## config.mk

```make
export PLATFORM = sky130hd
export DESIGN_NAME = audio_gain_fade_envelope_flat
export DESIGN_NICKNAME = d
export VERILOG_FILES = /design/src/design/agfe_pkg.sv /design/src/design/agfe_if.sv /design/src/design/agfe_datapath.sv /design/src/design/agfe_sequencer.sv /design/src/design/audio_gain_fade_envelope.sv /design/src/flat_wrapper.sv
export SDC_FILE = /design/constraint.sdc
export NUM_CORES = 2
export LEC_CHECK = 0
export BUFFER_PORTS_ARGS = -buffer_cell sky130_fd_sc_hd__buf_2
export CAP_MARGIN = 20
export CORE_AREA = 2 2 338 340
export CTS_CLUSTER_DIAMETER = 150
export DETAILED_ROUTE_END_ITERATION = 7
export DIE_AREA = 0 0 340 342
export MAX_ROUTING_LAYER = met4
export PLACE_DENSITY = 0.63
export SLEW_MARGIN = 15
export SYNTH_ARGS = -nofsm -noshare
export SYNTH_HDL_FRONTEND = slang
export SYNTH_SLANG_ARGS = --single-unit
```

## constraint.sdc

```tcl
create_clock -name clk_i -period 24.7 [get_ports clk_i]
set_input_delay 4.94 -clock clk_i [delete_from_list [all_inputs] [get_ports clk_i]]
set_output_delay 4.94 -clock clk_i [all_outputs]
set_load 0.05 [all_outputs]
```

## src/design/agfe_pkg.sv

```systemverilog
// agfe_pkg: shared types, constants and microcode for the gain fade envelope
// holds transaction payloads, control word layout, program rom and entry table
// depends on nothing
package agfe_pkg;

  // default widths of the gain and time datapath
  localparam int unsigned GAIN_BITS_DEF = 16;
  localparam int unsigned TIME_BITS_DEF = 40;

  // fraction bits of the interpolation ratio
  localparam int unsigned RATIO_BITS = 16;

  // program counter width
  localparam int unsigned PC_W = 4;

  typedef logic [PC_W-1:0] pc_t;

  // action codes of an input transaction
  typedef enum logic [2:0] {
    ACT_TICK     = 3'd0,
    ACT_SET      = 3'd1,
    ACT_FADE_TO  = 3'd2,
    ACT_FADE_OUT = 3'd3,
    ACT_LOAD     = 3'd4
  } action_e;

  // datapath operations
  typedef enum logic [3:0] {
    OP_NOP,
    OP_BEGIN,
    OP_CHECK,
    OP_DIV,
    OP_MUL,
    OP_APPLY,
    OP_FINISH,
    OP_SET,
    OP_FADE_TO,
    OP_FADE_OUT,
    OP_LOAD
  } op_e;

  // sequencing of a control word
  typedef enum logic [1:0] {
    BR_NEXT,
    BR_SKIP,
    BR_LOOP,
    BR_END
  } br_e;

  typedef struct packed {
    op_e  op;
    logic slot;
    br_e  br;
    pc_t  target;
  } ctrl_t;

  // datapath status seen by the sequencer
  typedef struct packed {
    logic skip;
    logic div_last;
  } status_t;

  // input transaction payload
  typedef struct packed {
    logic [2:0]  action;
    logic [23:0] elapsed_us;
    logic [15:0] gain_value;
    logic [31:0] duration_us;
    logic        fade_now;
    logic [39:0] total_us;
  } in_item_t;

  // result transaction payload
  typedef struct packed {
    logic [15:0] current_gain;
    logic [15:0] target_gain;
    logic        fading;
  } out_item_t;

  // program entry points
  localparam pc_t PC_TICK     = pc_t'(0);
  localparam pc_t PC_SLOT1    = pc_t'(5);
  localparam pc_t PC_FINISH   = pc_t'(9);
  localparam pc_t PC_SET      = pc_t'(10);
  localparam pc_t PC_FADE_TO  = pc_t'(11);
  localparam pc_t PC_FADE_OUT = pc_t'(12);
  localparam pc_t PC_LOAD     = pc_t'(13);
  localparam pc_t PC_IGNORE   = pc_t'(14);

  function automatic ctrl_t cw(op_e op, logic slot, br_e br, pc_t target);
    ctrl_t c;
    c.op     = op;
    c.slot   = slot;
    c.br     = br;
    c.target = target;
    return c;
  endfunction

  // microcode program
  function automatic ctrl_t rom_word(pc_t pc);
    ctrl_t c;
    unique case (pc)
      pc_t'(0):  c = cw(OP_BEGIN,    1'b0, BR_NEXT, PC_TICK);
      pc_t'(1):  c = cw(OP_CHECK,    1'b0, BR_SKIP, PC_SLOT1);
      pc_t'(2):  c = cw(OP_DIV,      1'b0, BR_LOOP, PC_TICK);
      pc_t'(3):  c = cw(OP_MUL,      1'b0, BR_NEXT, PC_TICK);
      pc_t'(4):  c = cw(OP_APPLY,    1'b0, BR_NEXT, PC_TICK);
      pc_t'(5):  c = cw(OP_CHECK,    1'b1, BR_SKIP, PC_FINISH);
      pc_t'(6):  c = cw(OP_DIV,      1'b1, BR_LOOP, PC_TICK);
      pc_t'(7):  c = cw(OP_MUL,      1'b1, BR_NEXT, PC_TICK);
      pc_t'(8):  c = cw(OP_APPLY,    1'b1, BR_NEXT, PC_TICK);
      pc_t'(9):  c = cw(OP_FINISH,   1'b0, BR_END,  PC_TICK);
      pc_t'(10): c = cw(OP_SET,      1'b0, BR_END,  PC_TICK);
      pc_t'(11): c = cw(OP_FADE_TO,  1'b0, BR_END,  PC_TICK);
      pc_t'(12): c = cw(OP_FADE_OUT, 1'b1, BR_END,  PC_TICK);
      pc_t'(13): c = cw(OP_LOAD,     1'b0, BR_END,  PC_TICK);
      default:   c = cw(OP_NOP,      1'b0, BR_END,  PC_TICK);
    endcase
    return c;
  endfunction

  // first step for each action
  function automatic pc_t entry_pc(logic [2:0] action);
    pc_t p;
    unique case (action)
      ACT_TICK:     p = PC_TICK;
      ACT_SET:      p = PC_SET;
      ACT_FADE_TO:  p = PC_FADE_TO;
      ACT_FADE_OUT: p = PC_FADE_OUT;
      ACT_LOAD:     p = PC_LOAD;
      default:      p = PC_IGNORE;
    endcase
    return p;
  endfunction

endpackage

```

## src/design/agfe_if.sv

```systemverilog
// agfe_if: valid/ready stream interfaces for input and result transactions
// depends on agfe_pkg for the payload types
interface agfe_in_if;
  logic               valid;
  logic               ready;
  agfe_pkg::in_item_t data;

  modport source (output valid, output data, input ready);
  modport sink (input valid, input data, output ready);
endinterface

interface agfe_out_if;
  logic                valid;
  logic                ready;
  agfe_pkg::out_item_t data;

  modport source (output valid, output data, input ready);
  modport sink (input valid, input data, output ready);
endinterface

```

## src/design/agfe_datapath.sv

```systemverilog
// agfe_datapath: envelope state, fade slots, serial divider, multiplier, smoothing
// executes one control word per cycle while exec_i is high; depends on agfe_pkg
module agfe_datapath #(
  parameter int unsigned GAIN_BITS = agfe_pkg::GAIN_BITS_DEF,
  parameter int unsigned TIME_BITS = agfe_pkg::TIME_BITS_DEF
) (
  input  logic                clk_i,
  input  logic                rst_ni,
  input  logic                load_i,
  input  agfe_pkg::in_item_t  item_i,
  input  logic                exec_i,
  input  agfe_pkg::ctrl_t     ctrl_i,
  output agfe_pkg::status_t   status_o,
  output agfe_pkg::out_item_t result_o
);

  localparam int unsigned RB     = agfe_pkg::RATIO_BITS;
  localparam int unsigned PROD_W = GAIN_BITS + RB;
  localparam int unsigned CNT_W  = $clog2(RB);

  typedef logic [TIME_BITS-1:0] time_t;
  typedef logic [GAIN_BITS-1:0] gain_t;

  localparam gain_t GAIN_UNITY = {1'b1, {(GAIN_BITS-1){1'b0}}};

  function automatic time_t sat_add(time_t a, time_t b);
    logic [TIME_BITS:0] s;
    s = {1'b0, a} + {1'b0, b};
    return s[TIME_BITS] ? '1 : s[TIME_BITS-1:0];
  endfunction

  agfe_pkg::in_item_t item_q;

  // architectural state
  time_t time_q, total_q;
  gain_t tgt_q, cur_q;
  logic  fv_q [2];
  time_t fb_q [2];
  time_t fe_q [2];
  gain_t fs_q [2];
  logic  ft_q [2];
  gain_t fg_q [2];

  // working registers
  gain_t             g_q;
  time_t             rem_q, den_q;
  logic [RB-1:0]     quo_q;
  logic [CNT_W-1:0]  cnt_q;
  logic [PROD_W-1:0] prod_q;

  gain_t in_gain;
  time_t in_total, in_elapsed, in_dur;
  logic  sl;
  logic  started, reached, up;
  gain_t diff, prod_hi, interp;
  logic [TIME_BITS:0] shifted, sub;
  logic  take;
  gain_t sdiff, step, cur_next;
  logic [GAIN_BITS+1:0] s3;
  time_t fo_begin, fo_end;

  // input field conversion
  assign in_gain    = GAIN_BITS'(item_q.gain_value);
  assign in_total   = TIME_BITS'(item_q.total_us);
  assign in_elapsed = TIME_BITS'(item_q.elapsed_us);
  assign in_dur     = TIME_BITS'(item_q.duration_us);
  assign sl         = ctrl_i.slot;

  // fade slot window check
  assign started = fv_q[sl] && !(fb_q[sl] > time_q);
  assign reached = fe_q[sl] <= time_q;

  // interpolation between captured start and goal
  assign up      = fg_q[sl] >= fs_q[sl];
  assign diff    = up ? (fg_q[sl] - fs_q[sl]) : (fs_q[sl] - fg_q[sl]);
  assign prod_hi = prod_q[PROD_W-1:RB];
  assign interp  = up ? (fs_q[sl] + prod_hi) : (fs_q[sl] - prod_hi);

  // restoring divider step
  assign shifted = {rem_q, 1'b0};
  assign take    = shifted >= {1'b0, den_q};
  assign sub     = shifted - {1'b0, den_q};

  // one-pole smoothing, three quarters of the gap rounded half up
  assign sdiff = (g_q >= cur_q) ? (g_q - cur_q) : (cur_q - g_q);
  assign s3    = {2'b00, sdiff} + {1'b0, sdiff, 1'b0} + (GAIN_BITS+2)'(2);
  assign step  = s3[GAIN_BITS+1:2];
  assign cur_next = (g_q >= cur_q) ? (cur_q + step) : (cur_q - step);

  // fade-out window
  always_comb begin
    if (item_q.fade_now) begin
      fo_begin = time_q;
      fo_end   = sat_add(time_q, in_dur);
    end else begin
      fo_begin = (total_q >= in_dur) ? (total_q - in_dur) : '0;
      fo_end   = total_q;
    end
  end

  assign status_o.skip     = !started || reached;
  assign status_o.div_last = cnt_q == CNT_W'(RB - 1);

  assign result_o.current_gain = 16'(cur_q);
  assign result_o.target_gain  = 16'(tgt_q);
  assign result_o.fading       = fv_q[0] || fv_q[1];

  // architectural state updates
  always_ff @(posedge clk_i or negedge rst_ni) begin
    if (!rst_ni) begin
      time_q  <= '0;
      total_q <= '0;
      tgt_q   <= '0;
      cur_q   <= '0;
      for (int k = 0; k < 2; k++) begin
        fv_q[k] <= 1'b0;
        fb_q[k] <= '0;
        fe_q[k] <= '0;
        fs_q[k] <= '0;
        ft_q[k] <= 1'b0;
        fg_q[k] <= '0;
      end
    end else if (exec_i) begin
      case (ctrl_i.op)
        agfe_pkg::OP_CHECK: begin
          if (started) begin
            if (reached) begin
              fv_q[sl] <= 1'b0;
            end else if (!ft_q[sl]) begin
              fs_q[sl] <= cur_q;
              ft_q[sl] <= 1'b1;
            end
          end
        end
        agfe_pkg::OP_FINISH: begin
          tgt_q  <= g_q;
          time_q <= sat_add(time_q, in_elapsed);
          cur_q  <= cur_next;
        end
        agfe_pkg::OP_SET: begin
          tgt_q <= in_gain;
        end
        agfe_pkg::OP_FADE_TO: begin
          fv_q[0] <= 1'b1;
          fb_q[0] <= time_q;
          fe_q[0] <= sat_add(time_q, in_dur);
          fs_q[0] <= '0;
          ft_q[0] <= 1'b0;
          fg_q[0] <= in_gain;
        end
        agfe_pkg::OP_FADE_OUT: begin
          fv_q[1] <= 1'b1;
          fb_q[1] <= fo_begin;
          fe_q[1] <= fo_end;
          fs_q[1] <= '0;
          ft_q[1] <= 1'b0;
          fg_q[1] <= '0;
        end
        agfe_pkg::OP_LOAD: begin
          time_q  <= '0;
          total_q <= in_total;
          tgt_q   <= '0;
          cur_q   <= '0;
          fv_q[0] <= 1'b1;
          fb_q[0] <= '0;
          fe_q[0] <= sat_add('0, in_dur);
          fs_q[0] <= '0;
          ft_q[0] <= 1'b0;
          fg_q[0] <= GAIN_UNITY;
          fv_q[1] <= 1'b0;
        end
        default: ;
      endcase
    end
  end

  // working registers and transaction latch
  always_ff @(posedge clk_i) begin
    if (load_i) begin
      item_q <= item_i;
    end
    if (exec_i) begin
      case (ctrl_i.op)
        agfe_pkg::OP_BEGIN: begin
          g_q <= tgt_q;
        end
        agfe_pkg::OP_CHECK: begin
          if (started && reached) begin
            g_q <= fg_q[sl];
          end
          rem_q <= time_q - fb_q[sl];
          den_q <= fe_q[sl] - fb_q[sl];
          quo_q <= '0;
          cnt_q <= '0;
        end
        agfe_pkg::OP_DIV: begin
          rem_q <= take ? sub[TIME_BITS-1:0] : shifted[TIME_BITS-1:0];
          quo_q <= {quo_q[RB-2:0], take};
          cnt_q <= cnt_q + CNT_W'(1);
        end
        agfe_pkg::OP_MUL: begin
          prod_q <= PROD_W'(diff) * PROD_W'(quo_q);
        end
        agfe_pkg::OP_APPLY: begin
          g_q <= interp;
        end
        default: ;
      endcase
    end
  end

endmodule

```

## src/design/agfe_sequencer.sv

```systemverilog
// agfe_sequencer: step counter over the microcode rom with conditional jumps
// issues one control word per cycle to the datapath while running; depends on agfe_pkg
module agfe_sequencer (
  input  logic              clk_i,
  input  logic              rst_ni,
  input  logic              start_i,
  input  agfe_pkg::pc_t     start_pc_i,
  input  agfe_pkg::status_t status_i,
  input  logic              out_free_i,
  output logic              idle_o,
  output logic              exec_o,
  output agfe_pkg::ctrl_t   ctrl_o,
  output logic              report_o
);

  typedef enum logic [1:0] {
    ST_IDLE,
    ST_RUN,
    ST_REPORT
  } state_e;

  state_e        state_q;
  agfe_pkg::pc_t pc_q;

  // control word fetch
  assign ctrl_o   = agfe_pkg::rom_word(pc_q);
  assign idle_o   = state_q == ST_IDLE;
  assign exec_o   = state_q == ST_RUN;
  assign report_o = (state_q == ST_REPORT) && out_free_i;

  // step counter and state
  always_ff @(posedge clk_i or negedge rst_ni) begin
    if (!rst_ni) begin
      state_q <= ST_IDLE;
      pc_q    <= '0;
    end else begin
      unique case (state_q)
        ST_IDLE: begin
          if (start_i) begin
            pc_q    <= start_pc_i;
            state_q <= ST_RUN;
          end
        end
        ST_RUN: begin
          unique case (ctrl_o.br)
            agfe_pkg::BR_END: begin
              state_q <= ST_REPORT;
            end
            agfe_pkg::BR_LOOP: begin
              if (status_i.div_last) begin
                pc_q <= pc_q + agfe_pkg::pc_t'(1);
              end
            end
            agfe_pkg::BR_SKIP: begin
              pc_q <= status_i.skip ? ctrl_o.target : pc_q + agfe_pkg::pc_t'(1);
            end
            default: begin
              pc_q <= pc_q + agfe_pkg::pc_t'(1);
            end
          endcase
        end
        ST_REPORT: begin
          if (out_free_i) begin
            state_q <= ST_IDLE;
          end
        end
        default: begin
          state_q <= ST_IDLE;
        end
      endcase
    end
  end

endmodule

```

## src/design/audio_gain_fade_envelope.sv

```systemverilog
// audio_gain_fade_envelope: gain envelope with linear fades and smoothing
// top level; depends on agfe_pkg, agfe_if, agfe_sequencer, agfe_datapath
//
//   channel  dir  modport  payload
//   in_i     in   sink     action, elapsed_us, gain_value, duration_us, fade_now, total_us
//   out_o    out  source   current_gain, target_gain, fading
//
// set, fade-to, fade-out, load and unknown actions each run a single control word
// a tick runs begin, then for each fade slot a check and, for a fade in mid-interpolation,
// a 16-step restoring divider for the ratio, a multiply and an apply, then finish
// reset clears all envelope state at once, no clearing pass
// the result sits in an output register, so the next transaction is taken while
// it waits; a stalled output only holds the sequencer at its report step
module audio_gain_fade_envelope #(
  parameter int unsigned GAIN_BITS = agfe_pkg::GAIN_BITS_DEF,
  parameter int unsigned TIME_BITS = agfe_pkg::TIME_BITS_DEF
) (
  input logic              clk_i,
  input logic              rst_ni,
  agfe_in_if.sink          in_i,
  agfe_out_if.source       out_o
);

  logic                start;
  logic                idle, exec, report, out_free;
  agfe_pkg::ctrl_t     ctrl;
  agfe_pkg::status_t   status;
  agfe_pkg::out_item_t result;
  logic                out_valid_q;
  agfe_pkg::out_item_t out_data_q;

  assign in_i.ready = idle;
  assign start      = in_i.valid && idle;
  assign out_free   = !out_valid_q || out_o.ready;

  agfe_sequencer u_seq (
    .clk_i      (clk_i),
    .rst_ni     (rst_ni),
    .start_i    (start),
    .start_pc_i (agfe_pkg::entry_pc(in_i.data.action)),
    .status_i   (status),
    .out_free_i (out_free),
    .idle_o     (idle),
    .exec_o     (exec),
    .ctrl_o     (ctrl),
    .report_o   (report)
  );

  agfe_datapath #(
    .GAIN_BITS (GAIN_BITS),
    .TIME_BITS (TIME_BITS)
  ) u_dp (
    .clk_i    (clk_i),
    .rst_ni   (rst_ni),
    .load_i   (start),
    .item_i   (in_i.data),
    .exec_i   (exec),
    .ctrl_i   (ctrl),
    .status_o (status),
    .result_o (result)
  );

  // output register valid
  always_ff @(posedge clk_i or negedge rst_ni) begin
    if (!rst_ni) begin
      out_valid_q <= 1'b0;
    end else if (report) begin
      out_valid_q <= 1'b1;
    end else if (out_o.ready) begin
      out_valid_q <= 1'b0;
    end
  end

  // output register payload
  always_ff @(posedge clk_i) begin
    if (report) begin
      out_data_q <= result;
    end
  end

  assign out_o.valid = out_valid_q;
  assign out_o.data  = out_data_q;

endmodule
```

## src/flat_wrapper.sv

```systemverilog
// flat-port wrapper written by rule: the top's interface ports become plain ports
module audio_gain_fade_envelope_flat 
#(
  parameter int unsigned GAIN_BITS = agfe_pkg::GAIN_BITS_DEF,
  parameter int unsigned TIME_BITS = agfe_pkg::TIME_BITS_DEF
)
  (clk_i, rst_ni, in_i_valid, in_i_data, in_i_ready, out_o_valid, out_o_data, out_o_ready);
  agfe_in_if in_i_i ();
  agfe_out_if out_o_i ();
  input logic clk_i;
  input logic rst_ni;
  input wire logic [$bits(in_i_i.valid)-1:0] in_i_valid;
  input wire logic [$bits(in_i_i.data)-1:0] in_i_data;
  output wire logic [$bits(in_i_i.ready)-1:0] in_i_ready;
  output wire logic [$bits(out_o_i.valid)-1:0] out_o_valid;
  output wire logic [$bits(out_o_i.data)-1:0] out_o_data;
  input wire logic [$bits(out_o_i.ready)-1:0] out_o_ready;
  assign in_i_i.valid = in_i_valid;
  assign in_i_i.data = in_i_data;
  assign in_i_ready = in_i_i.ready;
  assign out_o_valid = out_o_i.valid;
  assign out_o_data = out_o_i.data;
  assign out_o_i.ready = out_o_ready;
  audio_gain_fade_envelope #(.GAIN_BITS(GAIN_BITS), .TIME_BITS(TIME_BITS)) u_core (.clk_i(clk_i), .rst_ni(rst_ni), .in_i(in_i_i), .out_o(out_o_i));
endmodule
```

Word level (Yosys, flattened, before mapping)
Memory sizes are Yosys's and may differ from the RTL's.
Cells that the tools add are included.

storage, ports and cells
  register bits = 625
  bits in read-only memories = 160
  bits of input ports = 120
  output and inout port bits = 35
  logic and storage cells = 203
  memories kept = 1

memory list
  name             depth  width  rd ports  clocked after Yosys merged registers in  write ports  line             text
  (no name shown)  16     10     1         0                                        0            agfe_pkg.sv:102  unique case (pc)

cells by class
  $add $sub $neg = 18
  multipliers = 1
  $lt $le $gt $ge = 8
  equality and inequality tests = 30
  multiplexer cells = 70
  bitwise logic cells = 4
  reductions and logical operators = 39

operator list
  kind                                                 number
  2-to-1 mux 40 bit                                    12
  case mux 40 bit (2 select lines)                     4
  2-to-1 mux 16 bit                                    12
  case mux 16 bit (2 select lines)                     5
  subtractor 40 bit                                    3
  2-to-1 mux 32 bit                                    3
  case mux 16 bit (3 select lines)                     2
  subtractor 16 bit                                    6
  adder 40 x 24 -> 41 bit                              1
  adder 40 x 32 -> 41 bit                              1
  greater-or-equal comparator 41 x 40 -> 1 bit         1
  greater-or-equal comparator 40 x 32 -> 1 bit         1
  > comparator 40 bit                                  1
  <= comparator 40 bit                                 1
  subtractor 40 x 32 -> 40 bit                         1
  adder 16 bit                                         2
  bitwise mux 32 bit                                   1
  greater-or-equal comparator 16 bit                   2
  multiplier 16 x 16 -> 32 bit                         1
  case mux 4 bit (5 select lines)                      1
  adder 16 x 17 -> 18 bit                              1
  adder 18 x 2 -> 18 bit, second input constant        1
  demux 16 bit (select 1 bit)                          1
  equality test 4 x 3 -> 1 bit, second input constant  4
  39 further kinds                                     102

Longest topological paths before layout
An unclocked memory read counts as a cell.

  depth in word-level cells = 13
  depth in mapped cells = 45
  gate-level depth less buffers = 42

Cells and area by module
Synthesis repeated with hierarchy kept, for this count alone.

second synthesis, totals
  cell total of the unflattened synthesis = 5519
  area total of the unflattened synthesis = 50822.5 um^2

by module, submodules not included
  module                    instances  cells an instance  area each (um^2)  sequential area each (um^2)
  agfe_datapath             1          5401               49125.9           15464.8
  audio_gain_fade_envelope  1          43                 1077.3            1016.0
  agfe_sequencer            1          75                 619.3             150.1

Worst setup path before layout
Ideal clock, no wire load.

  kind = register to register
  start = reg u_core.u_seq.pc_q[0]
  end = reg u_core.u_dp.prod_q[20] (data pin)
  setup time = 0.266 ns
  arrival = 9.611 ns
  data required time = 24.434 ns
  setup slack = 14.823 ns
  stages on the path, launching flop included = 44
  buffers on the path = 5
  clock period less this slack = 9.877 ns
  cells stage by stage = dfrtp_1 -> inv_1 -> ha_1 -> and2_4 -> nor2_1 -> clkbuf_1 -> buf_1 -> mux2i_1 -> inv_1 -> ha_1 -> buf_4 -> and3_1 -> nand2_1 -> a211o_1 -> o221a_2 -> buf_4 -> nor2_1 -> a311oi_1 -> [8 not listed] -> fa_1 -> inv_1 -> fa_1 -> inv_1 -> fa_1 -> inv_1 -> ha_1 -> a21o_1 -> a21o_1 -> a21oi_1 -> o21ai_0 -> a21o_1 -> a21oi_1 -> a41oi_1 -> a21oi_1 -> nor2_1 -> o41ai_1 -> xnor2_1

on the way
  cells in the longest elaborated chain, start to end = 8
  elaborated cells on any way between the ends = 13
  classes of those cells = 2 x add/sub; 1 x mul; 1 x order compare; 7 x mux; 1 x bitwise; 1 x memory

ends and longest elaborated chain
  what                                                                     line                                      text
  start: declaration                                                       agfe_sequencer.sv:23                      agfe_pkg::pc_t pc_q;
  start signal: assignment                                                 agfe_sequencer.sv:40                      pc_q <= start_pc_i;
  start signal: assignment                                                 agfe_sequencer.sv:51                      pc_q <= pc_q + agfe_pkg::pc_t'(1);
  start signal: assignment                                                 agfe_sequencer.sv:55                      pc_q <= status_i.skip ? ctrl_o.target : pc_q + agfe_pkg::pc_t'(1);
  memory read (16 x 10 bit) (*)                                            --
  NOT 1 -> 2 bit (not written as such) (*)                                 agfe_datapath.sv:74, agfe_datapath.sv:75
  2-to-1 mux 16 bit (not written as such) (3 in a row)                     agfe_datapath.sv:74, agfe_datapath.sv:75
  subtractor 16 bit or greater-or-equal comparator 16 bit (tied branches)  agfe_datapath.sv:75, agfe_datapath.sv:74
  2-to-1 mux 16 bit (*)                                                    agfe_datapath.sv:75                       assign diff = up ? (fg_q[sl] - fs_q[sl]) : (fs_q[sl] - fg_q[sl]);
  multiplier 16 x 16 -> 32 bit (*)                                         agfe_datapath.sv:202                      prod_q <= PROD_W'(diff) * PROD_W'(quo_q);
  end signal: assignment                                                   agfe_datapath.sv:202
  end: declaration                                                         agfe_datapath.sv:49                       logic [PROD_W-1:0] prod_q;

Every way passes the cells marked *; elsewhere a longest branch is shown, timed or not. The select of a mux whose other input is x is not followed.
A chain may end at the register's enable or synchronous reset.

Final worst setup path
Ends and elaborated chain as after synthesis.

==> results.cfg <==
[outcome]
outcome = complete, no violations

[critical_path]
path_max_fanout = 29
cp-startpoint = u_core.u_seq.pc_q[0]
cp-start-kind = flop
path_common_cell = fa_1
cp.arrival_ps = 11200
reg2reg_setup_slack_ps = 13890
r2r_cells = 41
worst_r2r_endpoint = u_core.u_dp.prod_q[20]
critPathCaptureType = flop
cpPeakStageDelay_ps = 590
cp.required_ps = 25100
r2r-start = u_core.u_seq.pc_q[0]
slowest_stage = o221a_2
crit_end = u_core.u_dp.prod_q[20]
path_class = reg2reg

[sta]
slew_violations = 0
final-setup-viol-count = 0
fin_crit_sh_pct = 43.75
rsz0062_at_grt = no
final.min_clock_period_ps = 10810
clock_skew_ps = 41.34
final.setup.tns_ps = 0
clock.fmax_ghz = 0.09253
fin_ws_ps = 13890
tightest_slew_ps = 1135
maxSlewHeadroom_pct = 23.30
hold_viol_final = 0

[logic_synthesis]
yosysTopAreaCell = edfxtp_1
yosysWarnings = 0
netlist.area_leader.share_pct = 16.57
syn_avg_cell_area_um2 = 9.037
synth_area_mm2 = 0.05037
syn_nets = 6376
async_flop_share_pct = 54.35
synth.most_common_cell = nand2_1
synth_edf_count = 278
synthTopCellsByCount = 717 x nand2_1, 513 x inv_1, 478 x ha_1
synth-main-ff-cell = dfrtp_1
ys_types = 106
syn_inst = 5574
yosys-top-cells-area = edfxtp_1 17%, dfrtp_1 16%, ha_1 12%, fa_1 8.1%, nand2_1 5.3%
ys_ff_latch = 609
ys_seq_area_share_pct = 33.02

[hold_path]
hold_class = reg2reg

[clock_network]
post_cts_buffers = 0
cts_tree = yes
cts_sinks = 609
clockRootBuffer = clkbuf_16
clk_pin_slew_ps = 60
ctsHoldBuffers = 0
cts_resized = 0
cts_buffer_depth = 3
htree_levels = 3
numCtsBuffers = 74
clk_latency_ps = 680

[place]
portBuffers = 154
gp_congestion = 0.9439
hpwl_um = 119800
dpl_worst_slack_ps = 13950

[floorplan]
die_h_um = 342
die-area_mm2 = 0.1163
start_util_pct = 44.53
io-pin-count = 155
row_count = 124
placeableCoreArea_mm2 = 0.1131
die_w_um = 340

[layout]
fin_nets = 6452
drive_above_1_share_pct = 7.285
fin_util_pct = 48.93
area_growth_pct = 9.876
fillers = 10710
diodes = 0

[global_route]
overflow = 0
grt_pass1_vias = 41270
antenna_found_initial = 0
grt_pass1_wl_um = 242400
grt_use_total_pct = 27.47
grt_max_degree = 159

[detailed_routing]
wirelength_um = 156700
avgViaCountPerCell = 5.784
vias = 41770
wl_per_cell_um = 21.69
ant_nets = 0
drc_errors = 0
initialDrtViolationCount = 3397
firstDrtPassIters = 6

[job]
maxCapViolations = 0
sequential cells by signal (all words and copies together), names as in the netlist, 16 cells and up:
| register | count |
|---|---|
| u_core.u_dp.fb_q | 80 |
| u_core.u_dp.fe_q | 80 |
| u_core.u_dp.den_q | 40 |
| u_core.u_dp.in_total | 40 |
| u_core.u_dp.rem_q | 40 |
| u_core.u_dp.time_q | 40 |
| u_core.u_dp.total_q | 40 |
| u_core.out_o.data | 33 |
| u_core.u_dp.fs_q | 32 |
| u_core.u_dp.in_dur | 32 |
| u_core.u_dp.in_elapsed | 24 |
| u_core.u_dp.cur_q | 16 |
| u_core.u_dp.fg_q | 16 |
| u_core.u_dp.g_q | 16 |
| u_core.u_dp.in_gain | 16 |
| u_core.u_dp.prod_q | 16 |
| u_core.u_dp.quo_q | 16 |
| u_core.u_dp.tgt_q | 16 |
stage by stage:
stage	cell area, um2	hold slack, ps	cells
2_1_floorplan	50370	414.6	5574
3_3_place_gp	52840	421.3	7083
3_5_place_dp	52860	422.7	7085
4_1_cts	55330	437.2	7221
5_1_grt	55340	451.2	7222
6_report	55340	434.8	7222
final cells by class:
type,instances,area (um2),share of cell area (%)
clock buffers,97,2039,3.685
clock inverters,39,429.2,0.7754
inverters,513,1926,3.479
multi-input cells,4234,31140,56.26
flip-flops and latches,609,16630,30.05
well taps,1512,1892,3.418
repair buffers,218,1290,2.331
cells by family (layout without fill, tap and decap cells):
| family | Yosys count | in the layout | share of synthesized area (%) |
|---|---|---|---|
| AOI/OAI and AO/OA | 1453 | 1453 | 18.64 |
| buffers and inverters | 731 | 867 | 5.522 |
| muxes | 90 | 90 | 1.816 |
| DFF | 609 | 609 | 33.02 |
| adders and majority gates | 682 | 682 | 19.98 |
| and+or+nand+nor | 1719 | 1719 | 15.98 |
| xor gates and xnor gates | 290 | 290 | 5.043 |
worst min-delay path by stage:
stage                             start                 endpoint  slack, ps  cells after the start
5_1_grt         u_core.u_dp.in_total[9]   u_core.u_dp.total_q[9]        450                      2
2_1_floorplan  u_core.u_dp.in_total[10]  u_core.u_dp.total_q[10]        410                      2
3_5_place_dp    u_core.u_dp.in_total[1]   u_core.u_dp.total_q[1]        420                      2
4_1_cts         u_core.u_dp.in_total[9]   u_core.u_dp.total_q[9]        440                      2
3_3_place_gp    u_core.u_dp.in_total[7]   u_core.u_dp.total_q[7]        420                      2
6_report        u_core.u_dp.in_total[6]   u_core.u_dp.total_q[6]        430                      2
layer usage:
metal,GRT usage (%),vias to the layer above,routed length [um]
met1,34.56,20430,66450
met4,11.37,0,7018
met5,-,-,0
li1,-,19710,-
met2,45.00,1301,74780
met3,3.212,335,8409
worst max-delay path, delay by kind of cell, from the launching register on:
family	cells	cell delay, ps
AOI/OAI and AO/OA	14	3070
xor gates and xnor gates	2	260
adders and majority gates	10	4200
buffers and inverters	6	880
DFF	1	450
and+or+nand+nor	9	1640
layout by cell type, fill, tap and decap left out, types with 17 or more instances in the layout:
master,count
nand2_1,716
inv_1,513
ha_1,478
a21oi_1,355
o21ai_0,344
dfrtp_1,331
nor2_1,315
edfxtp_1,278
fa_1,204
a21o_1,199
xnor2_1,172
buf_2,153
and2_1,144
xor2_1,114
nand3_1,112
mux2i_1,80
nor3_1,80
a31oi_1,80
clkbuf_16,75
nor2b_1,67
buf_4,61
a221oi_1,56
nand4_1,52
o21a_1,52
nand2b_1,50
and3_1,42
a211oi_1,42
o21bai_1,40
or3_1,31
o211ai_1,26
o22ai_1,25
o21ai_1,23
o31ai_1,21
a22o_1,20
nor4_1,19
a21boi_0,17
Power is not shown: default switching activity piles up to over one toggle a cycle in this logic, so the estimate is an artifact.
